File: src/hw/rtl/assert_macros.svh
// ----------------------------------------------------------------------------
// assert_macros.svh
// shared concurrent assertion macros for the stepper controller blocks
// ----------------------------------------------------------------------------
`ifndef ASSERT_MACROS_SVH
`define ASSERT_MACROS_SVH

// same-cycle implication, checked at every rising edge out of reset
`define ASSERT_IMPLY(lbl, clk, rst_n, ante, cons) \
    lbl: assert property (@(posedge clk) disable iff (!(rst_n)) (ante) |-> (cons)) \
        else $error("assertion failed: same-cycle implication");

// next-cycle implication
`define ASSERT_NEXT(lbl, clk, rst_n, ante, cons) \
    lbl: assert property (@(posedge clk) disable iff (!(rst_n)) (ante) |=> (cons)) \
        else $error("assertion failed: next-cycle implication");

`endif

File: src/hw/rtl/shpc_pkg.sv
// ----------------------------------------------------------------------------
// shpc_pkg
// types, codes and reset values shared by the stepper homing controller
// ----------------------------------------------------------------------------
package shpc_pkg;

    // command opcodes as they arrive on the input stream
    localparam logic [2:0] OP_TICK    = 3'd0;
    localparam logic [2:0] OP_MOVE_TO = 3'd1;
    localparam logic [2:0] OP_MOVE_BY = 3'd2;
    localparam logic [2:0] OP_HOME    = 3'd3;
    localparam logic [2:0] OP_STOP    = 3'd4;

    // configuration register indexes
    localparam logic [2:0] CFG_STEP_LOW   = 3'd0;
    localparam logic [2:0] CFG_PULSE_HIGH = 3'd1;
    localparam logic [2:0] CFG_SETTLE     = 3'd2;
    localparam logic [2:0] CFG_DEBOUNCE   = 3'd3;
    localparam logic [2:0] CFG_HOME_PAUSE = 3'd4;
    localparam logic [2:0] CFG_BACKOFF    = 3'd5;
    localparam logic [2:0] CFG_ACTIVE_LVL = 3'd6;

    localparam int CFG_IDX_W  = 3;
    localparam int CFG_DATA_W = 20;

    // configuration reset values
    localparam logic [15:0] RST_STEP_LOW   = 16'd3000;
    localparam logic [7:0]  RST_PULSE_HIGH = 8'd5;
    localparam logic [7:0]  RST_SETTLE     = 8'd10;
    localparam logic [7:0]  RST_DEBOUNCE   = 8'd50;
    localparam logic [19:0] RST_HOME_PAUSE = 20'd500000;
    localparam logic [15:0] RST_BACKOFF    = 16'd100;
    localparam logic        RST_ACTIVE_LVL = 1'b1;

    // result event codes
    localparam logic [1:0] EV_NONE    = 2'd0;
    localparam logic [1:0] EV_DONE    = 2'd1;
    localparam logic [1:0] EV_LIMITED = 2'd2;
    localparam logic [1:0] EV_HOMED   = 2'd3;

    // command queue depth between front and back
    localparam int QUEUE_DEPTH_DEF = 4;

    // stream widths
    localparam int IN_DATA_W  = 40;
    localparam int IN_USER_W  = 3;
    localparam int OUT_DATA_W = 40;

    typedef enum logic [2:0] {
        CMD_NONE,
        CMD_MOVE_TO,
        CMD_MOVE_BY,
        CMD_HOME,
        CMD_STOP
    } t_cmd;

    typedef enum logic [2:0] {
        PH_IDLE,
        PH_SETTLE,
        PH_DEBOUNCE,
        PH_HIGH,
        PH_LOW,
        PH_PAUSE,
        PH_BACK_HIGH,
        PH_BACK_LOW
    } t_phase;

    // one classified tick as held in the queue
    typedef struct packed {
        t_cmd        kind;
        logic [31:0] value;
        logic        lvl_active;   // switch reads pressed this tick
        logic        lim_edge;     // switch went into pressed this tick
    } t_entry;

    // valid-qualified entry between modules
    typedef struct packed {
        logic   valid;
        t_entry entry;
    } t_q_word;

    // configuration bundle
    typedef struct packed {
        logic [15:0] step_low;
        logic [7:0]  pulse_high;
        logic [7:0]  settle;
        logic [7:0]  debounce;
        logic [19:0] home_pause;
        logic [15:0] backoff;
        logic        active_lvl;
    } t_cfg;

endpackage

File: src/hw/rtl/shpc_front.sv
// ----------------------------------------------------------------------------
// shpc_front
// accepts input words, decodes the opcode and detects the limit switch edge
// ----------------------------------------------------------------------------
module shpc_front (
    input  logic                              i_clk,
    input  logic                              i_rst_n,
    input  logic                              i_active_lvl,
    input  logic                              s_axis_tvalid,
    output logic                              s_axis_tready,
    // [31:0] command_value, [32] limit_level, [39:33] zero
    input  logic [shpc_pkg::IN_DATA_W-1:0]    s_axis_tdata,
    // [2:0] opcode
    input  logic [shpc_pkg::IN_USER_W-1:0]    s_axis_tuser,
    input  logic                              i_q_full,
    output shpc_pkg::t_q_word                 o_push
);
    import shpc_pkg::*;

    logic r_prev_limit;
    logic w_level;
    logic w_accept;
    t_cmd w_kind;

    assign w_level       = s_axis_tdata[32];
    assign s_axis_tready = !i_q_full;
    assign w_accept      = s_axis_tvalid && !i_q_full;

    // opcode decode, unused codes are plain ticks
    always_comb begin
        unique case (s_axis_tuser)
            OP_MOVE_TO: w_kind = CMD_MOVE_TO;
            OP_MOVE_BY: w_kind = CMD_MOVE_BY;
            OP_HOME:    w_kind = CMD_HOME;
            OP_STOP:    w_kind = CMD_STOP;
            default:    w_kind = CMD_NONE;
        endcase
    end

    // classified word toward the queue
    always_comb begin
        o_push.valid            = w_accept;
        o_push.entry.kind       = w_kind;
        o_push.entry.value      = s_axis_tdata[31:0];
        o_push.entry.lvl_active = (w_level == i_active_lvl);
        o_push.entry.lim_edge   = (w_level == i_active_lvl) && (r_prev_limit != i_active_lvl);
    end

    // previous raw switch level, advanced per accepted word
    always_ff @(posedge i_clk) begin
        if (!i_rst_n) begin
            r_prev_limit <= 1'b0;
        end else if (w_accept) begin
            r_prev_limit <= w_level;
        end
    end

endmodule

File: src/hw/rtl/shpc_queue.sv
// ----------------------------------------------------------------------------
// shpc_queue
// small fifo of classified ticks between the front and the back
// ----------------------------------------------------------------------------
`include "assert_macros.svh"

module shpc_queue #(
    parameter int DEPTH = shpc_pkg::QUEUE_DEPTH_DEF
) (
    input  logic               i_clk,
    input  logic               i_rst_n,
    input  shpc_pkg::t_q_word  i_push,
    input  logic               i_pop,
    output logic               o_full,
    output shpc_pkg::t_q_word  o_head
);
    import shpc_pkg::*;

    localparam int PTR_W = (DEPTH > 1) ? $clog2(DEPTH) : 1;
    localparam int CNT_W = $clog2(DEPTH + 1);
    localparam logic [PTR_W-1:0] PTR_LAST = PTR_W'(DEPTH - 1);
    localparam logic [CNT_W-1:0] CNT_FULL = CNT_W'(DEPTH);

    t_entry           r_mem [DEPTH];
    logic [PTR_W-1:0] r_wr_ptr;
    logic [PTR_W-1:0] r_rd_ptr;
    logic [CNT_W-1:0] r_count;
    logic             w_push;
    logic             w_pop;

    assign o_full        = (r_count == CNT_FULL);
    assign w_push        = i_push.valid && !o_full;
    assign w_pop         = i_pop && (r_count != '0);
    assign o_head.valid  = (r_count != '0);
    assign o_head.entry  = r_mem[r_rd_ptr];

    // storage
    always_ff @(posedge i_clk) begin
        if (w_push) begin
            r_mem[r_wr_ptr] <= i_push.entry;
        end
    end

    // pointers and fill count
    always_ff @(posedge i_clk) begin
        if (!i_rst_n) begin
            r_wr_ptr <= '0;
            r_rd_ptr <= '0;
            r_count  <= '0;
        end else begin
            if (w_push) begin
                r_wr_ptr <= (r_wr_ptr == PTR_LAST) ? '0 : r_wr_ptr + 1'b1;
            end
            if (w_pop) begin
                r_rd_ptr <= (r_rd_ptr == PTR_LAST) ? '0 : r_rd_ptr + 1'b1;
            end
            case ({w_push, w_pop})
                2'b10:   r_count <= r_count + 1'b1;
                2'b01:   r_count <= r_count - 1'b1;
                default: r_count <= r_count;
            endcase
        end
    end

    `ASSERT_IMPLY(a_count_bound, i_clk, i_rst_n, 1'b1, r_count <= CNT_FULL)
    `ASSERT_NEXT(a_pop_drains, i_clk, i_rst_n, w_pop && !w_push, r_count == $past(r_count) - 1'b1)
    `ASSERT_NEXT(a_push_fills, i_clk, i_rst_n, w_push && !w_pop, r_count == $past(r_count) + 1'b1)

endmodule

File: src/hw/rtl/shpc_back.sv
// ----------------------------------------------------------------------------
// shpc_back
// motion sequencer: runs one queued tick per cycle while the output is not stalled and registers the result
// ----------------------------------------------------------------------------
`include "assert_macros.svh"

module shpc_back (
    input  logic                             i_clk,
    input  logic                             i_rst_n,
    input  shpc_pkg::t_cfg                   i_cfg,
    input  shpc_pkg::t_q_word                i_head,
    output logic                             o_pop,
    output logic                             m_axis_tvalid,
    input  logic                             m_axis_tready,
    // [0] step_out, [1] dir_out, [2] enable_out, [34:3] position,
    // [35] busy_res, [37:36] event_res, [39:38] zero
    output logic [shpc_pkg::OUT_DATA_W-1:0]  m_axis_tdata
);
    import shpc_pkg::*;

    // sequencer state
    t_phase      r_phase, n_phase;
    logic [19:0] r_wait, n_wait;
    logic [31:0] r_steps, n_steps;
    logic [31:0] r_pos, n_pos;
    logic        r_up, n_up;
    logic        r_homing, n_homing;
    logic        r_latch, n_latch;
    logic        r_dir, n_dir;
    logic        r_en, n_en;
    logic        r_step, n_step;
    logic [1:0]  n_event;

    // result register
    logic        r_ov;
    logic        r_o_step, r_o_dir, r_o_en, r_o_busy;
    logic [31:0] r_o_pos;
    logic [1:0]  r_o_event;

    t_entry      w_e;
    logic        w_wait_done;
    logic [19:0] w_wait_dec;
    logic [31:0] w_base;
    logic [31:0] w_diff;
    logic [31:0] w_ndiff;
    logic        w_do_check;
    logic        w_chk_zero;
    logic        w_do_limit;
    logic        w_do_pulse;
    t_phase      w_pulse_ph;
    logic        w_do_back;
    logic        w_back_zero;

    assign w_e         = i_head.entry;
    assign o_pop       = i_head.valid && (!r_ov || m_axis_tready);
    assign w_wait_done = (r_wait <= 20'd1);
    assign w_wait_dec  = r_wait - 20'd1;

    // move distance for both move commands
    assign w_base  = (w_e.kind == CMD_MOVE_TO) ? r_pos : 32'd0;
    assign w_diff  = w_e.value - w_base;
    assign w_ndiff = w_base - w_e.value;

    // next state for one tick
    always_comb begin
        n_phase    = r_phase;
        n_wait     = r_wait;
        n_steps    = r_steps;
        n_pos      = r_pos;
        n_up       = r_up;
        n_homing   = r_homing;
        n_latch    = r_latch | w_e.lim_edge;
        n_dir      = r_dir;
        n_en       = r_en;
        n_step     = r_step;
        n_event    = EV_NONE;
        w_do_check = 1'b0;
        w_chk_zero = 1'b0;
        w_do_limit = 1'b0;
        w_do_pulse = 1'b0;
        w_pulse_ph = PH_HIGH;
        w_do_back  = 1'b0;
        w_back_zero = 1'b0;

        unique case (r_phase) inside
            PH_IDLE: begin
                unique case (w_e.kind) inside
                    CMD_MOVE_TO, CMD_MOVE_BY: begin
                        if (w_diff == 32'd0) begin
                            n_event = EV_DONE;
                        end else begin
                            n_up     = !w_diff[31];
                            n_steps  = w_diff[31] ? w_ndiff : w_diff;
                            n_dir    = !w_diff[31];
                            n_en     = 1'b1;
                            n_homing = 1'b0;
                            n_phase  = PH_SETTLE;
                            n_wait   = {12'd0, i_cfg.settle};
                        end
                    end
                    CMD_HOME: begin
                        n_latch  = 1'b0;
                        n_homing = 1'b1;
                        n_up     = 1'b0;
                        n_dir    = 1'b0;
                        n_en     = 1'b1;
                        n_phase  = PH_SETTLE;
                        n_wait   = {12'd0, i_cfg.settle};
                    end
                    CMD_STOP: begin
                        n_step = 1'b0;
                        n_en   = 1'b0;
                    end
                    default: begin
                        n_phase = PH_IDLE;
                    end
                endcase
            end
            PH_SETTLE: begin
                n_wait = w_wait_done ? 20'd0 : w_wait_dec;
                if (w_wait_done) begin
                    w_do_check = 1'b1;
                    w_chk_zero = (r_steps == 32'd0);
                end
            end
            PH_DEBOUNCE: begin
                n_wait = w_wait_done ? 20'd0 : w_wait_dec;
                if (w_wait_done) begin
                    w_do_limit = w_e.lvl_active;
                    w_do_pulse = !w_e.lvl_active;
                end
            end
            PH_HIGH, PH_BACK_HIGH: begin
                n_wait = w_wait_done ? 20'd0 : w_wait_dec;
                if (w_wait_done) begin
                    n_step  = 1'b0;
                    n_phase = (r_phase == PH_HIGH) ? PH_LOW : PH_BACK_LOW;
                    n_wait  = {4'd0, i_cfg.step_low};
                end
            end
            PH_LOW: begin
                n_wait = w_wait_done ? 20'd0 : w_wait_dec;
                if (w_wait_done) begin
                    if (!r_homing) begin
                        n_pos   = r_up ? r_pos + 32'd1 : r_pos - 32'd1;
                        n_steps = r_steps - 32'd1;
                    end
                    w_do_check = 1'b1;
                    w_chk_zero = (r_steps == 32'd1);
                end
            end
            PH_PAUSE: begin
                n_wait = w_wait_done ? 20'd0 : w_wait_dec;
                if (w_wait_done) begin
                    n_dir       = 1'b1;
                    n_steps     = {16'd0, i_cfg.backoff};
                    w_do_back   = 1'b1;
                    w_back_zero = (i_cfg.backoff == 16'd0);
                end
            end
            PH_BACK_LOW: begin
                n_wait = w_wait_done ? 20'd0 : w_wait_dec;
                if (w_wait_done) begin
                    n_steps     = r_steps - 32'd1;
                    w_do_back   = 1'b1;
                    w_back_zero = (r_steps == 32'd1);
                end
            end
            default: begin
                n_phase = PH_IDLE;
            end
        endcase

        // check before a step: done, latched limit, pressed switch or pulse
        if (w_do_check) begin
            if (!r_homing && w_chk_zero) begin
                n_phase = PH_IDLE;
                n_event = EV_DONE;
            end else if (n_latch) begin
                w_do_limit = 1'b1;
            end else if (w_e.lvl_active) begin
                n_phase = PH_DEBOUNCE;
                n_wait  = {12'd0, i_cfg.debounce};
            end else begin
                w_do_pulse = 1'b1;
            end
        end

        // back-off step or finish homing
        if (w_do_back) begin
            if (w_back_zero) begin
                n_pos    = {16'd0, i_cfg.backoff};
                n_latch  = 1'b0;
                n_homing = 1'b0;
                n_phase  = PH_IDLE;
                n_event  = EV_HOMED;
            end else begin
                w_do_pulse = 1'b1;
                w_pulse_ph = PH_BACK_HIGH;
            end
        end

        // limit reached: homing pauses, a move aborts
        if (w_do_limit) begin
            n_step = 1'b0;
            if (r_homing) begin
                n_pos   = 32'd0;
                n_phase = PH_PAUSE;
                n_wait  = i_cfg.home_pause;
            end else begin
                n_en    = 1'b0;
                n_latch = 1'b0;
                n_phase = PH_IDLE;
                n_event = EV_LIMITED;
            end
        end

        // start a step pulse
        if (w_do_pulse) begin
            n_step  = 1'b1;
            n_phase = w_pulse_ph;
            n_wait  = {12'd0, i_cfg.pulse_high};
        end
    end

    // phase register
    always_ff @(posedge i_clk) begin
        if (!i_rst_n) begin
            r_phase <= PH_IDLE;
        end else if (o_pop) begin
            r_phase <= n_phase;
        end
    end

    // sequencer registers
    always_ff @(posedge i_clk) begin
        if (!i_rst_n) begin
            r_wait   <= '0;
            r_steps  <= '0;
            r_pos    <= '0;
            r_up     <= 1'b0;
            r_homing <= 1'b0;
            r_latch  <= 1'b0;
            r_dir    <= 1'b0;
            r_en     <= 1'b0;
            r_step   <= 1'b0;
        end else if (o_pop) begin
            r_wait   <= n_wait;
            r_steps  <= n_steps;
            r_pos    <= n_pos;
            r_up     <= n_up;
            r_homing <= n_homing;
            r_latch  <= n_latch;
            r_dir    <= n_dir;
            r_en     <= n_en;
            r_step   <= n_step;
        end
    end

    // output word register
    always_ff @(posedge i_clk) begin
        if (!i_rst_n) begin
            r_ov <= 1'b0;
        end else if (o_pop) begin
            r_ov <= 1'b1;
        end else if (m_axis_tready) begin
            r_ov <= 1'b0;
        end
    end

    always_ff @(posedge i_clk) begin
        if (o_pop) begin
            r_o_step  <= n_step;
            r_o_dir   <= n_dir;
            r_o_en    <= n_en;
            r_o_pos   <= n_pos;
            r_o_busy  <= (n_phase != PH_IDLE);
            r_o_event <= n_event;
        end
    end

    assign m_axis_tvalid = r_ov;
    assign m_axis_tdata  = {2'b00, r_o_event, r_o_busy, r_o_pos, r_o_en, r_o_dir, r_o_step};

    `ASSERT_IMPLY(a_step_needs_enable, i_clk, i_rst_n, r_step, r_en)
    `ASSERT_IMPLY(a_event_ends_run, i_clk, i_rst_n, o_pop && (n_event != EV_NONE),
                  n_phase == PH_IDLE)
    `ASSERT_NEXT(a_stall_holds_word, i_clk, i_rst_n, r_ov && !m_axis_tready,
                 r_ov && $stable(r_o_pos) && $stable(r_o_event))

endmodule

File: src/hw/rtl/stepper_homing_position_controller.sv
// ----------------------------------------------------------------------------
// stepper_homing_position_controller
// Step, direction and enable generator with absolute/relative moves, homing
// against a limit switch and a wrapping 32-bit step position. Each input word
// is one timing tick (opcode in tuser, command value and raw switch level in
// tdata) and yields exactly one output word with the pin levels, position,
// busy flag and event code of that tick. One word is taken and one produced
// per clock when neither side stalls; the front decodes and edge-detects the
// switch in the accept cycle, a four-word queue sits before the motion
// sequencer, and the sequencer registers its result. Configuration registers
// are written through the plain write port and must only change while no
// words are in flight.
// ----------------------------------------------------------------------------
module stepper_homing_position_controller #(
    parameter int QUEUE_DEPTH = shpc_pkg::QUEUE_DEPTH_DEF
) (
    input  logic                               i_clk,
    input  logic                               i_rst_n,
    // configuration write port
    input  logic                               i_cfg_we,
    input  logic [shpc_pkg::CFG_IDX_W-1:0]     i_cfg_index,
    input  logic [shpc_pkg::CFG_DATA_W-1:0]    i_cfg_wdata,
    // tick input
    input  logic                               s_axis_tvalid,
    output logic                               s_axis_tready,
    // [31:0] command_value, [32] limit_level, [39:33] zero
    input  logic [shpc_pkg::IN_DATA_W-1:0]     s_axis_tdata,
    // [2:0] opcode
    input  logic [shpc_pkg::IN_USER_W-1:0]     s_axis_tuser,
    // result output
    output logic                               m_axis_tvalid,
    input  logic                               m_axis_tready,
    // [0] step_out, [1] dir_out, [2] enable_out, [34:3] position,
    // [35] busy_res, [37:36] event_res, [39:38] zero
    output logic [shpc_pkg::OUT_DATA_W-1:0]    m_axis_tdata
);
    import shpc_pkg::*;

    t_cfg    r_cfg;
    t_q_word w_push;
    t_q_word w_head;
    logic    w_full;
    logic    w_pop;

    // configuration registers
    always_ff @(posedge i_clk) begin
        if (!i_rst_n) begin
            r_cfg.step_low   <= RST_STEP_LOW;
            r_cfg.pulse_high <= RST_PULSE_HIGH;
            r_cfg.settle     <= RST_SETTLE;
            r_cfg.debounce   <= RST_DEBOUNCE;
            r_cfg.home_pause <= RST_HOME_PAUSE;
            r_cfg.backoff    <= RST_BACKOFF;
            r_cfg.active_lvl <= RST_ACTIVE_LVL;
        end else if (i_cfg_we) begin
            unique case (i_cfg_index)
                CFG_STEP_LOW:   r_cfg.step_low   <= i_cfg_wdata[15:0];
                CFG_PULSE_HIGH: r_cfg.pulse_high <= i_cfg_wdata[7:0];
                CFG_SETTLE:     r_cfg.settle     <= i_cfg_wdata[7:0];
                CFG_DEBOUNCE:   r_cfg.debounce   <= i_cfg_wdata[7:0];
                CFG_HOME_PAUSE: r_cfg.home_pause <= i_cfg_wdata[19:0];
                CFG_BACKOFF:    r_cfg.backoff    <= i_cfg_wdata[15:0];
                CFG_ACTIVE_LVL: r_cfg.active_lvl <= i_cfg_wdata[0];
                default:        r_cfg            <= r_cfg;
            endcase
        end
    end

    // decode and switch edge detect
    shpc_front u_front (
        .i_clk         (i_clk),
        .i_rst_n       (i_rst_n),
        .i_active_lvl  (r_cfg.active_lvl),
        .s_axis_tvalid (s_axis_tvalid),
        .s_axis_tready (s_axis_tready),
        .s_axis_tdata  (s_axis_tdata),
        .s_axis_tuser  (s_axis_tuser),
        .i_q_full      (w_full),
        .o_push        (w_push)
    );

    // decoupling queue
    shpc_queue #(
        .DEPTH (QUEUE_DEPTH)
    ) u_queue (
        .i_clk   (i_clk),
        .i_rst_n (i_rst_n),
        .i_push  (w_push),
        .i_pop   (w_pop),
        .o_full  (w_full),
        .o_head  (w_head)
    );

    // motion sequencer
    shpc_back u_back (
        .i_clk         (i_clk),
        .i_rst_n       (i_rst_n),
        .i_cfg         (r_cfg),
        .i_head        (w_head),
        .o_pop         (w_pop),
        .m_axis_tvalid (m_axis_tvalid),
        .m_axis_tready (m_axis_tready),
        .m_axis_tdata  (m_axis_tdata)
    );

endmodule

File: config.mk
export PLATFORM = sky130hd
export DESIGN_NAME = stepper_homing_position_controller
export DESIGN_NICKNAME = d
export VERILOG_FILES = /design/src/hw/rtl/shpc_pkg.sv /design/src/hw/rtl/shpc_front.sv /design/src/hw/rtl/shpc_queue.sv /design/src/hw/rtl/shpc_back.sv /design/src/hw/rtl/stepper_homing_position_controller.sv
export VERILOG_INCLUDE_DIRS = /design/src /design/src/hw/rtl
export SDC_FILE = /design/constraint.sdc
export NUM_CORES = 1
export LEC_CHECK = 0
export ABC_AREA = 0
export CELL_PAD_IN_SITES_DETAIL_PLACEMENT = 0
export CELL_PAD_IN_SITES_GLOBAL_PLACEMENT = 1
export CORE_UTILIZATION = 42
export DETAILED_ROUTE_END_ITERATION = 8
export DONT_BUFFER_PORTS = 1
export PLACE_DENSITY = 0.75
export REMOVE_ABC_BUFFERS = 1
export SYNTH_ARGS = -nofsm -noshare
export SYNTH_HDL_FRONTEND = slang
export SYNTH_SLANG_ARGS = --single-unit
File: constraint.sdc
create_clock -name i_clk -period 17.13 [get_ports i_clk]
set_clock_uncertainty 0.1 [all_clocks]
set_input_delay 0.8565 -clock i_clk [delete_from_list [all_inputs] [get_ports i_clk]]
set_output_delay 0.8565 -clock i_clk [all_outputs]
set_load 0.02 [all_outputs]
Word-level counts from Yosys, hierarchy flattened --
Memory sizes are Yosys's and may differ from the RTL's. A register that Yosys moved wholly into a read port is not among the register bits. Cells that the tools add are included.
Operators by class: bitwise gates (word level) 1, $lt $le $gt $ge 1, muxes and demuxes 112, $add $sub $neg 10, reduce and logical (&&, ||, !) cells 37, eq/ne operators 36
Operators with widths (count):
- 2-to-1 mux 32 bit | 16
- 2-to-1 mux 20 bit | 10
- one-hot mux 32 bit (4 select lines) | 1
- zero test 32 bit | 2
- subtractor 32 x 1 -> 32 bit (second input constant) | 2
- subtractor 32 bit | 2
- one-hot mux 20 bit (3 select lines) | 1
- 2-to-1 mux 1 bit | 46
- one-hot mux 20 bit (2 select lines) | 1
- 2-to-1 mux 3 bit | 13
- adder 32 x 1 -> 32 bit (second input constant) | 1
- equality test 32 x 1 -> 1 bit (second input constant) | 1
- equality test 3 bit (second input constant) | 10
- equality test 3 x 2 -> 1 bit (second input constant) | 8
- 2-to-1 mux 2 bit | 12
- <= comparator 20 x 1 -> 1 bit (second input constant) | 1
- subtractor 20 x 1 -> 20 bit (second input constant) | 1
- one-hot mux 3 bit (3 select lines) | 2
- zero test 16 bit | 1
- one-hot mux 1 bit (2 select lines) | 7
- AND reduction 2 bit | 7
- equality test 3 x 1 -> 1 bit (second input constant) | 4
- one-hot mux 3 bit (4 select lines) | 1
- != test 2 bit (second input constant) | 4
- other kinds (22) | 43
Word-level totals: output and inout bits 42, flip-flop bits (word level) 217, word-level logic and storage cells 226, input bits 71, memories 1, memory bits (writable) 148
Memories:
- u_queue.r_mem | depth 4, width 37, rd ports 1, clocked after memory_dff 1, wr ports 1, line shpc_queue.sv:24 | t_entry r_mem [DEPTH];

Longest topological paths before layout --
Gate-level depths: netlist of run 1.
depth after elaboration 16, gate-level depth with buffers 23, mapped depth without buffers 19

Modules after synthesis --
From an unflattened synthesis of run 1, not the netlist that was laid out.
Second synthesis, totals: cell total of the unflattened synthesis 2470, area total of the unflattened synthesis 23122.2 µm²
Modules (own cells, without submodules):
- shpc_back | cells an instance 1878, area an instance 13833.3 µm², sequential area each 3022.9 µm², instances 1
- shpc_queue | cells an instance 249, area an instance 5890.6 µm², sequential area each 4624.4 µm², instances 1
- stepper_homing_position_controller | cells an instance 297, area an instance 3044.2 µm², sequential area each 1541.5 µm², instances 1
- shpc_front | cells an instance 46, area an instance 354.1 µm², sequential area each 20.0 µm², instances 1

Least setup slack after synthesis of run 1 --
Ideal clock, no wire load.
path type reg-to-reg, start reg (tool-made name), end reg u_back.r_steps[11], arrival time 5.363 ns, cell stages (with the launch flop) 23, required time 16.935 ns, clock period less this slack 5.558 ns, setup slack 11.572 ns, cell sequence dfxtp_1 buf_2 mux4_2 nor2b_1 nor2b_1 clkbuf_1 clkbuf_1 nand2_1 ha_1 buf_2 and3_1 a21boi_2 o211ai_1 a31oi_1 o211ai_1 a211oi_1 o21ai_1 a2111oi_2 a31oi_1 o21ai_1 clkbuf_1 a21oi_1 a221oi_1
RTL lines:
- to (signal assigned) | line shpc_back.sv:249 | r_steps <= n_steps;
- to (decl) | line shpc_back.sv:24 | logic [31:0] r_steps, n_steps;

==> results of run 1 <==
Yosys cell counts (21+ instances only):
library cell and count:
nand4_1 25, nor2_1 173, dfxtp_1 181, o21ai_0 99, inv_1 112, a21oi_1 252
clkbuf_1 96, a21o_1 53, nor3_1 59, xnor2_1 53, nand2_1 398, a211oi_1 32
ha_1 112, xor2_1 41, o211ai_1 25, mux2i_1 35, edfxtp_1 186, nor2b_1 29
or3_1 21, mux4_2 37, and3_1 21, o31ai_1 23, nand3_1 81
where the power goes:
group	internal [mW]	total [mW]	switching [mW]	leakage (nW)
sequential	1.10	1.28	0.172	3.21
combinational	0.881	2.46	1.58	5.58
clock	0.568	0.945	0.377	0.696
kinds of logic (layout without fill, tap and decap cells):
logic type      count (synthesis)  count (layout)  synth area share (%)
compound gates                670             670                 19.54
xor+xnor                       94              94                 3.676
fa+ha+maj                     116             116                 6.615
buf+inv                       252             214                 4.643
flops                         367             367                 41.12
mux                            74              74                 5.386
other cells                     1               2               0.01674
simple gates                  916             916                 19.01
sequential cells by signal, indices dropped and copies added (netlist names), 2 cells and up, named ones only:
| name | cells |
|---|---|
| u_queue.r_rd_ptr | 2 |
| u_back.r_o_event | 2 |
| u_back.r_phase | 3 |
| u_back.r_pos | 32 |
| u_back.r_o_pos | 32 |
| u_back.r_steps | 32 |
| u_queue.r_wr_ptr | 2 |
| u_back.r_wait | 20 |
| u_queue.r_mem | 148 |
| r_cfg | 77 |
| u_queue.r_count | 3 |
routing by layer:
| layer | share of wire [%] | vias up | routed length (µm) |
|---|---|---|---|
| met5 | 0 | - | 0 |
| li1 | - | 8924 | - |
| met2 | 45 | 577 | 29840 |
| met3 | 6.8 | 91 | 4564 |
| met4 | 2.2 | 0 | 1498 |
| met1 | 46 | 9056 | 30970 |
worst max path at each step:
| stage | to | slack (ns) | depth (start not counted) |
|---|---|---|---|
| 2_1_floorplan | u_back.r_steps[31] | 8.07 | 17 |
| 3_3_place_gp | u_back.r_wait[18] | 9.42 | 19 |
| 3_5_place_dp | u_back.r_wait[17] | 9.33 | 19 |
| 4_1_cts | u_back.r_wait[17] | 9.34 | 19 |
| 5_1_grt | u_back.r_wait[17] | 8.83 | 19 |
| 6_report | u_back.r_wait[17] | 9.29 | 19 |
final cells by class:
| cell class | count | area [µm²] | share of cell area (%) |
|---|---|---|---|
| timing repair buffer | 24 | 180.2 | 0.7417 |
| multi-input combinational | 1872 | 12190 | 50.17 |
| clock buffer | 50 | 1070 | 4.404 |
| clock inverter | 26 | 352.8 | 1.452 |
| tap | 688 | 860.8 | 3.544 |
| sequential | 367 | 9210 | 37.91 |
| inverter | 114 | 430.4 | 1.772 |
stage by stage:
step | setup slack, ns | area (µm²) | total power [mW] | instances
floorplan | 8.068 | 21790 | 3.037 | 2353
global placement | 9.423 | 22870 | 3.680 | 3065
detailed placement | 9.327 | 22870 | 3.710 | 3065
CTS | 9.341 | 24290 | 4.672 | 3141
global route | 8.826 | 24290 | 4.976 | 3141
finish | 9.288 | 24290 | 4.681 | 3141
==> results.txt, run 1 <==
The analysis attributes to cell leakage a power of 9.481 nW. The post-synthesis sequential element count came out at 367. After detailed routing, the number of remaining DRC violations is 0. The count of endpoints failing setup in the final report came out at 0. From bottom edge to top edge, the die measures 232.9 µm. Setup repair after global routing left no endpoint under its margin. The library cell used most frequently in the layout, excluding fill and tap cells, is nand2_1. The number of resized instances in the post-cts repair step is 0. After technology mapping, the gate count stands at 2490. Sequential cells were found to cover 41.12% of the synthesized design area. In this run the biggest area consumer among cell types represents 24.94% of the synthesized area. The clock period minus final worst setup slack is 7.842 ns. The total of warnings raised by yosys came out at 0. The worst setup path is launched from a register. The first routing iteration left 1858 violations. The mapped netlist covers 0.02240 mm². The post-synthesis area per instance is 8.994 µm².

The number of placement rows is 84. Along the worst path, the maximum fanout reaches 37. The kind of path behind the tightest hold check is input pin to register. The total track usage came out at 24.43%. The deepest level of the CTS H-tree came out at 2. Counting cells, the worst reg-to-reg path comes to 19.

The number of antenna violations at the first check in global routing is 0. The signal on the critical path passes through buf_4 -> mux4_2 -> nor2b_1 -> nor2b_2 -> buf_4 -> nand2_1 -> ha_1 -> a21oi_1 -> o21ai_0 -> o31ai_2 -> a21oi_1 -> nor2_1 -> o211ai_1 -> xnor2_1 -> a2111o_1 -> and4bb_2 -> nor2_1 -> a21oi_1 -> a22o_1. The number of cells traversed by the worst hold path came out at 1. The cell family contributing the most delay on the critical path is compound AO/OA/AOI/OAI gates. The CTS buffer count came out at 41. The worst max-slew margin expressed relative to the limit came out at 21.10%.

The width of the die came out at 232.9 µm. The global-route wire length before repair is 102.9 mm. The CTS tree is done.

The count of fill cells added during filler insertion is 4975. The clock passes through at most 3 buffers. 0 antenna diodes ended up in the layout. The biggest area consumer among synthesized cells is edfxtp_1. STA classifies the critical path endpoint as a register. The cell with the largest stage delay on the worst path is a21oi_1. For this run, the detailed router's first-pass iteration total came to 6. The number of global-route vias before repair came out at 17590. Leaving out fill and tap cells, the most frequent cells in the layout are nand2_1, a21oi_1, edfxtp_1, dfxtp_1, nor2_1. The fraction of registers with async set or reset after synthesis is 0%.

The worst hold path terminates at r_cfg[30]. The total of max-cap violations is 0. The layer flagged by global routing as most heavily used is met2. The post-layout net count came out at 2607.

The fraction of layout cells with a size suffix above 1 came out at 7.297%. The total number of clock tree sinks is 367. From synthesis to final layout, the design area changed by 8.470%. The final number of max-transition violations is 0. The data required time of the critical path came out at 17.57 ns. The fraction of the cycle the final worst path needs is 45.78%. The flop-to-flop setup slack is 9.29 ns. The startpoint identified for the worst hold timing path is i_rst_n. Summing over every cut layer, the via total after detailed routing is 18650.

Counting stages on the worst path, the most repeated cell is a21oi_1. Global routing finished with a remaining overflow of 0. In the global route stage, met3 resource usage came out at 4.142%.

Global routing consumed, on the met2 layer, 37.67% of the routing resources. The post-route worst hold slack came out at 0.2387 ns. The actual slew at the worst max-slew pin came out at 1.183 ns.

The endpoint identified for the worst register-to-register timing path is u_back.r_wait[17]. The final-report hold violation count came out at 0. The total wire length is 66.87 mm. The maximum vdd ir drop came out at 0.1387 mV.

The count of nets left with antenna violations once routing finished came out at 0. After detailed routing, the number of vias per cell comes to 5.937. The number of distinct library cell variants in the gate-level netlist after synthesis came out at 93.

After clock tree synthesis, the flow added hold-fix buffers numbering 0. The highest cell delay on the worst timing path is 0.99 ns. After synthesis, the cell types taking the most area are edfxtp_1, dfxtp_1, nand2_1.

The number of synthesized flops with an enable pin came out at 186. The number of input and output port buffers inserted is 0. The congestion estimate from routability-driven global placement came to 0.9166. The floorplan step defined a die boundary enclosing 0.05425 mm². The data arrival at the endpoint of the critical path came out at 8.28 ns.

The placeable core area came out at 0.05266 mm². The buffer and inverter count on the worst path is 2. The number of top-level pins is 113. The clock latency at the later pin of the worst-skew pair is 0.60 ns. The kind of critical path is register to register. The post-CTS clock slew at the launch and capture registers of the worst setup and hold paths is 0.06 ns. Entering global routing, the biggest net connects 70 pins. For met1 alone, demand over resource in global routing was 35.01%.

The ratio of total power to cell area came out at 192.7 mW/mm². The highest clock rate came out at 0.1275 GHz. The detailed-placement wirelength estimate came out at 47.88 mm. The run finished with clean final reports. Summed over all failing endpoints, the final setup total negative slack is 0 ns. After clock tree synthesis, the setup repair step added 0 buffers. The prevailing post-synth register cell is edfxtp_1.

The average wire per standard cell is 21.29 µm. The final core utilization came out at 46.13%. The CTS root buffer is clkbuf_16. The initial core utilization came out at 42.53%.
No activity file was read; power rests on OpenSTA's default activity.
==> run 2, diff against run 1 <==
==> constraint.sdc (replaced) <==
create_clock -name i_clk -period 7.9 [get_ports i_clk]
set_clock_uncertainty 0.1 [all_clocks]
set_input_delay 0.395 -clock i_clk [delete_from_list [all_inputs] [get_ports i_clk]]
set_output_delay 0.395 -clock i_clk [all_outputs]
set_load 0.02 [all_outputs]
==> run 2 against run 1 <==
Effect of this change: die area is the same; final area grew 3.4%; setup slack lost 8.1 ns; flip-flop and latch count is the same; cell count grew 2.5%; largest cell class unchanged; largest power group unchanged; highest routed layer unchanged.
==> results.txt, run 2 (same netlist as run 1, synthesis figures left out) <==
The buffer and inverter count on the worst path was 2 (unchanged). The number of antenna violations at the first check in global routing came out at 0 (unchanged). Counting flops per register, the top entry is u_queue.r_mem.

The final number of max-transition violations came to 0 (unchanged). The CTS root buffer is clkbuf_16. TritonCTS built the clock tree.

The top cell types in the final layout, fill and taps aside, are nand2_1, a21oi_1, edfxtp_1, dfxtp_1, nor2_1. The fraction of layout cells with a size suffix above 1 came to 7.701% (+0.40 points). The number of cells traversed by the worst hold path came out at 2 (+1). The via density per instance is 5.934 (about the same). Grouping stages by cell kind, the critical path spends the most delay in compound AO/OA/AOI/OAI gates. The maximum fanout along the worst path is 23 (-38%).

The residual antenna-violating net count after detailed routing was 0 (unchanged). The pin count of the biggest net entering global routing was 98 (+40%). The number of optimization iterations in the first detailed-route pass came out at 6 (unchanged). The final-report hold violation count is 0 (unchanged).

The overall overflow remaining after global route is 0 (unchanged). The number of vias after detailed routing came to 19110 (+2.5%). The post-placement cell area is 0.02291 mm² (+0.16%). The length in cells of the worst reg-to-reg path came out at 19 (unchanged). The highest clock rate came out at 0.1492 GHz (+17%). In this run the critical register-to-register path is captured at u_back.r_steps[11].

The data required time of the critical path is 8.28 ns (-9.29 ns). The wire length the detailed router placed on met1 is 31.73 mm (+2.5%). The actual slew at the worst max-slew pin is 1.166 ns (-0.01707 ns). The post-layout net count came to 2684 (+3.0%).

The highest cell delay on the worst timing path came out at 0.59 ns (-0.40 ns). The top layer used by detailed routing is met4. The flop-to-flop setup slack came out at 1.20 ns (-8.09 ns). Setup repair after global routing left no endpoint under its margin. The antenna cell count is 0 (unchanged). The leading cell type in the layout, fill and taps excluded is nand2_1. The layout-stage area growth over the synthesis result is 12.12%. The total track usage is 24.70% (+0.27 points). The final setup slack of the worst path is 1.199 ns (-8.090 ns). The worst hold path terminates at r_cfg[32]. The width of the die came out at 232.9 µm (unchanged). The pre-CTS worst setup slack came to 1.267 ns (-8.060 ns).

The number of placement rows was 84 (unchanged). The final standard cell area without fillers came out at 0.02511 mm² (+3.4%). The clock period minus final worst setup slack is 6.701 ns (-1.140 ns).

The fraction of the cycle the final worst path needs is 84.83% (+39 points). The flow ran to the end, and the final reports show no timing, DRC or antenna violations. The global-route wire length before repair is 104.3 mm (+1.3%). The post-CTS clock slew at the launch and capture registers of the worst setup and hold paths is 0.06 ns (about the same). The worst max-slew margin expressed relative to the limit came to 22.05% (+0.95 points). The largest registers in the layout are u_queue.r_mem x148, r_cfg x77. The initial core utilization is 42.53% (unchanged). The post-CTS setup-driven buffer insertion count is 0 (unchanged).

The total of max-cap violations came out at 0 (unchanged). The buffer depth of the longest clock path is 3 (unchanged). The met2 routed wirelength is 30.34 mm (+1.7%).

The die area came to 0.05425 mm² (unchanged). The iteration-0 DRC count of the detailed router is 1734 (-6.7%). The routability-driven placement congestion ratio is 0.9305 (+1.5%). The data arrival at the endpoint of the critical path came out at 7.08 ns (-1.20 ns). The worst setup path is launched from a register. The clock latency at the later pin of the worst-skew pair is 0.58 ns (-0.02 ns). The CTS buffer count came out at 43 (+4.9%).

The leakage dissipation came out at 9.818 nW (+3.6%). The total wire length is 67.86 mm (+1.5%). The number of top-level pins is 113 (unchanged). The worst hold path belongs to the class input pin to register.

The deepest level of the CTS H-tree is 2 (unchanged). The detailed route wirelength on metal3 came out at 4.258 mm (-6.7%). The count of endpoints failing setup in the final report came out at 0 (unchanged).

The total number of clock tree sinks was 367 (unchanged). The number of global-route vias before repair is 17990 (+2.3%). The worst setup path is captured at a register. The maximum vdd ir drop came to 0.2481 mV (+79%). The critical path is of the register to register type. The height of the chip is 232.9 µm (unchanged). The placeable core area came out at 0.05266 mm² (unchanged). The average wire per standard cell is 21.07 µm (-1.0%). The detailed-placement wirelength estimate is 47.99 mm (+0.23%). The worst hold path begins at i_rst_n. The number of remaining DRC errors came out at 0 (unchanged).

The flip-flop count of the largest register after layout came out at 148 (unchanged). The largest individual stage delay along the critical path comes from the cell mux4_2. The ratio of total power to cell area came out at 408.6 mW/mm² (+110%). Traced cell by cell, the critical path runs through mux4_2 -> nor2b_1 -> nor2b_2 -> buf_4 -> nand2_1 -> ha_1 -> and2_0 -> a21o_1 -> a22oi_1 -> a31oi_1 -> o211ai_1 -> a211o_1 -> nand3_1 -> a2111oi_2 -> a31oi_1 -> o21ai_4 -> buf_4 -> a21oi_1 -> a221oi_1.

The number of input and output port buffers inserted is 0 (unchanged). The logic depth of the worst path, buffers included is 19 (unchanged).
run 2: how the worst max path moves through the flow:
stage	slack, ns	from	end
after floorplan	-1.16	register	u_back.r_steps[31]
after global placement	1.42	register	u_back.r_steps[11]
after detailed placement	1.27	register	u_back.r_steps[11]
after CTS	1.26	register	u_back.r_steps[11]
after global routing	0.67	register	u_back.r_steps[11]
final	1.20	register	u_back.r_steps[11]
run 2: routing by layer:
| layer | global-route usage [%] | up-vias |
|---|---|---|
| met1 | 35.47 | 9252 |
| li1 | - | 9111 |
| met5 | 0 | - |
| met3 | 3.468 | 90 |
| met4 | 7.190 | 0 |
| met2 | 38.37 | 656 |
run 2: layout make-up:
cell class | count | area [µm²]
clock buffers | 47 | 1122
clock inverters | 33 | 354.1
fillers | 4886 | 27550
inverters | 114 | 430.4
multi-input cells | 1872 | 12190
flip-flops and latches | 367 | 9210
well taps | 688 | 860.8
repair buffers | 99 | 938.4
run 2: what timing repair did:
| item | in CTS | in global routing |
|---|---|---|
| gates resized for setup | 0 | 0 |
| hold endpoints to repair | 259 | 0 |
| hold buffers | 71 | 0 |
run 2: metrics by stage:
step	utilization [%]	instances	setup TNS [ns]	hold WS (ns)	total power [mW]
after global placement	43.50	3069	0	0.3451	8.022
after floorplan	-	2353	-34.41	0.3349	6.584
after detailed placement	43.50	3069	0	0.3472	8.085
after CTS	47.69	3220	0	0.01852	10.25
after global routing	47.69	3220	0	0.02152	10.90
final	47.69	3220	0	0.01930	10.26
run 2: power by group:
part,switching [mW],internal (mW)
clock,0.832,1.23
sequential,0.383,2.39
combinational,3.46,1.95
total,4.68,5.58
==> run 3, diff against run 2 <==
==> constraint.sdc (replaced) <==
create_clock -name i_clk -period 6.3 [get_ports i_clk]
set_clock_uncertainty 0.1 [all_clocks]
set_input_delay 0.315 -clock i_clk [delete_from_list [all_inputs] [get_ports i_clk]]
set_output_delay 0.315 -clock i_clk [all_outputs]
set_load 0.02 [all_outputs]
==> run 3 against run 2 <==
Effect of this change: non-clock buffer count is 30 higher; via count is 0.54% higher; flip-flop and latch count stayed put; final area is 0.44% higher; cell count is 0.81% higher; power is 25% higher; setup slack worse by 0.83 ns; critical path depth is 1 higher; combinational power is 29% higher; clock power is 15% higher; count of clock-buffer cells in the layout is 2 higher; largest cell class unchanged; largest power group unchanged.
==> results.txt, run 3 (same netlist as run 1, synthesis figures left out) <==
The maximum vdd ir drop came out at 0.2666 mV (+7.5%). The slowest stage of the critical path belongs to the cell mux4_2. The number of placement rows came out at 84 (unchanged). TritonCTS built the clock tree. The actual slew at the worst max-slew pin came out at 1.199 ns (+0.03225 ns). The final instance count without filler cells is 3246 (+0.81%).

The pin count of the biggest net entering global routing was 94 (-4.1%). The via density per instance came to 5.919 (-0.27%). The end point of the critical path is u_back.r_steps[11]. The root buffer cell chosen for the clock tree is clkbuf_16. The highest cell delay on the worst timing path is 0.60 ns (about the same). The average wire per standard cell came out at 21.10 µm (+0.10%). The endpoint identified for the worst register-to-register timing path is u_back.r_steps[11]. The number of optimization iterations in the first detailed-route pass is 7 (+1). The number of global-route vias before repair came out at 18170 (+1.0%).

The pre-CTS worst setup slack is 0.4312 ns (-0.8353 ns). The run finished with clean final reports. The post-layout net count is 2712 (+1.0%). The placeable core area is 0.05266 mm² (unchanged). The routability-driven placement congestion ratio came to 0.9027 (-3.0%). The height of the chip came out at 232.9 µm (unchanged). The global-route met3 utilization came out at 4.118% (+0.65 points). The critical path goes through mux4_2 -> nor2b_1 -> nor2b_2 -> buf_12 -> nand2_1 -> ha_1 -> a211oi_1 -> a211oi_2 -> o31ai_2 -> a21oi_1 -> or4_1 -> a211oi_1 -> nand3_1 -> nor4_1 -> a31oi_1 -> buf_4 -> o21ai_4 -> buf_12 -> a21oi_1 -> a221oi_1.

The flop-to-flop setup slack came to 0.37 ns (-0.83 ns). The maximum fanout along the worst path came out at 63 (+170%). The largest registers in the layout are u_queue.r_mem x148, r_cfg x77. The total wire length came to 68.48 mm (+0.91%). The library cells used most frequently in the layout, excluding fill and tap cells, are nand2_1, a21oi_1, edfxtp_1, dfxtp_1, nor2_1. The final-report hold violation count is 0 (unchanged).

The buffer depth of the longest clock path came out at 3 (unchanged). The clock period minus final worst setup slack is 5.930 ns (-0.7712 ns). The register with the most flip-flops is u_queue.r_mem. The number of input and output port buffers inserted came out at 0 (unchanged). The met1 track demand over resource was 35.41% (-0.065 points). The ratio of total power to cell area came to 508.2 mW/mm² (+24%). The worst setup path is of the register to register kind. The count of fill cells added during filler insertion came out at 4906 (+0.41%). The number of vias after detailed routing was 19210 (+0.54%). The number of top-level pins came to 113 (unchanged). The worst hold path belongs to the class input pin to register. The length in cells of the worst reg-to-reg path came out at 20 (+1). The final setup slack of the worst path came out at 0.3699 ns (-0.8288 ns). The routing usage on met2 came out at 38.61% (+0.23 points). The fraction of layout cells with a size suffix above 1 was 8.444% (+0.74 points). The number of antenna violations at the first check in global routing came out at 1 (+1). The worst max-slew margin expressed relative to the limit is 19.08% (-3.0 points). The residual antenna-violating net count after detailed routing is 0 (unchanged). The setup total negative slack came out at 0 ns (unchanged).

The initial core utilization came to 42.53% (unchanged). The detailed-placement wirelength estimate is 49.05 mm (+2.2%). The data arrival at the endpoint of the critical path is 6.30 ns (-0.78 ns). The layer flagged by global routing as most heavily used is met2. The post-CTS clock slew at the launch and capture registers of the worst setup and hold paths came out at 0.06 ns (about the same).

The layout-stage area growth over the synthesis result came out at 12.62%. The count of endpoints failing setup in the final report is 0 (unchanged). The antenna cell count is 0 (unchanged). The iteration-0 DRC count of the detailed router is 1988 (+15%). The overall overflow remaining after global route came out at 0 (unchanged). The final standard cell area without fillers came out at 0.02522 mm² (+0.44%). The die area came out at 0.05425 mm² (unchanged). The total track usage is 25.01% (+0.32 points). The total number of clock tree sinks is 367 (unchanged). The leakage dissipation came to 9.896 nW (+0.79%).

STA classifies the critical path startpoint as a register. The deepest level of the CTS H-tree is 2 (unchanged). STA classifies the critical path endpoint as a register. The total of max-cap violations is 0 (unchanged).

The global-route wire length before repair came out at 105.2 mm (+0.92%). The width of the die came out at 232.9 µm (unchanged). The number of remaining DRC errors is 0 (unchanged). The highest clock rate came out at 0.1686 GHz (+13%). The fraction of the cycle the final worst path needs is 94.13% (+9.3 points).

The data required time of the critical path is 6.67 ns (-1.61 ns). The CTS buffer count is 41 (-4.7%). The final number of max-transition violations is 0 (unchanged). Leaving out fill and tap cells, the most frequent cell in the layout is nand2_1. The total chip power was 12.82 mW (+25%). The post-placement cell area came out at 0.02315 mm² (+1.1%).

The flip-flop count of the largest register after layout came out at 148 (unchanged). The cell total after placement came out at 3098 (+0.94%). The clock latency at the later pin of the worst-skew pair came to 0.59 ns (about the same).
==> run 3: final cells by class <==
class | instances | area (µm²) | area share [%]
Clock buffer | 49 | 1076 | 4.266
Sequential cell | 367 | 9210 | 36.52
Timing Repair Buffer | 129 | 1204 | 4.772
Tap cell | 688 | 860.8 | 3.413
Inverter | 114 | 430.4 | 1.707
Multi-Input combinational cell | 1872 | 12200 | 48.36
Clock inverter | 27 | 244.0 | 0.9674
==> run 3: metal layers <==
layer	wire length, µm	vias to the layer above
li1	-	9149
met1	31800	9337
met2	30570	608
met3	4211	116
met4	1880	2
met5	11	-
==> run 3: through the flow <==
stage | util (%) | hold slack (ns)
final | 47.90 | 0.02380
after global routing | 47.90 | 0.04260
after CTS | 47.88 | 0.008629
after detailed placement | 43.97 | 0.2975
after global placement | 43.97 | 0.2935
after floorplan | - | 0.2769
==> run 3: how the worst min path moves through the flow <==
stage                           from             endpoint  depth (start not counted)
CTS                 s_axis_tdata[32]  u_queue.r_mem[1][0]                          2
detailed placement           i_rst_n            r_cfg[72]                          1
global placement             i_rst_n            r_cfg[32]                          1
floorplan                    i_rst_n             r_cfg[0]                          1
global route        s_axis_tdata[32]  u_queue.r_mem[0][0]                          2
finish              s_axis_tdata[32]  u_queue.r_mem[2][0]                          2
==> run 3: timing repair <==
item | CTS | global route
hold buffers | 72 | 0
setup buffers | 0 | 0
hold endpoints to repair | 264 | 0
setup endpoints to repair | 0 | 14
gates resized for setup | 0 | 2
==> run 3: where the power goes <==
group	switching, mW	internal, mW	total, mW
clock network	1.02	1.35	2.38
logic	4.39	2.57	6.96
registers	0.477	3.00	3.48
==> run 3: critical path: cells and delay by family (launching register included) <==
family                     cells  cell delay, ns
buffers and inverters          3            0.68
DFF                            1            0.38
and+or+nand+nor                6            1.39
AOI/OAI and AO/OA              9            2.28
adders and majority gates      1            0.38
muxes                          1            0.60
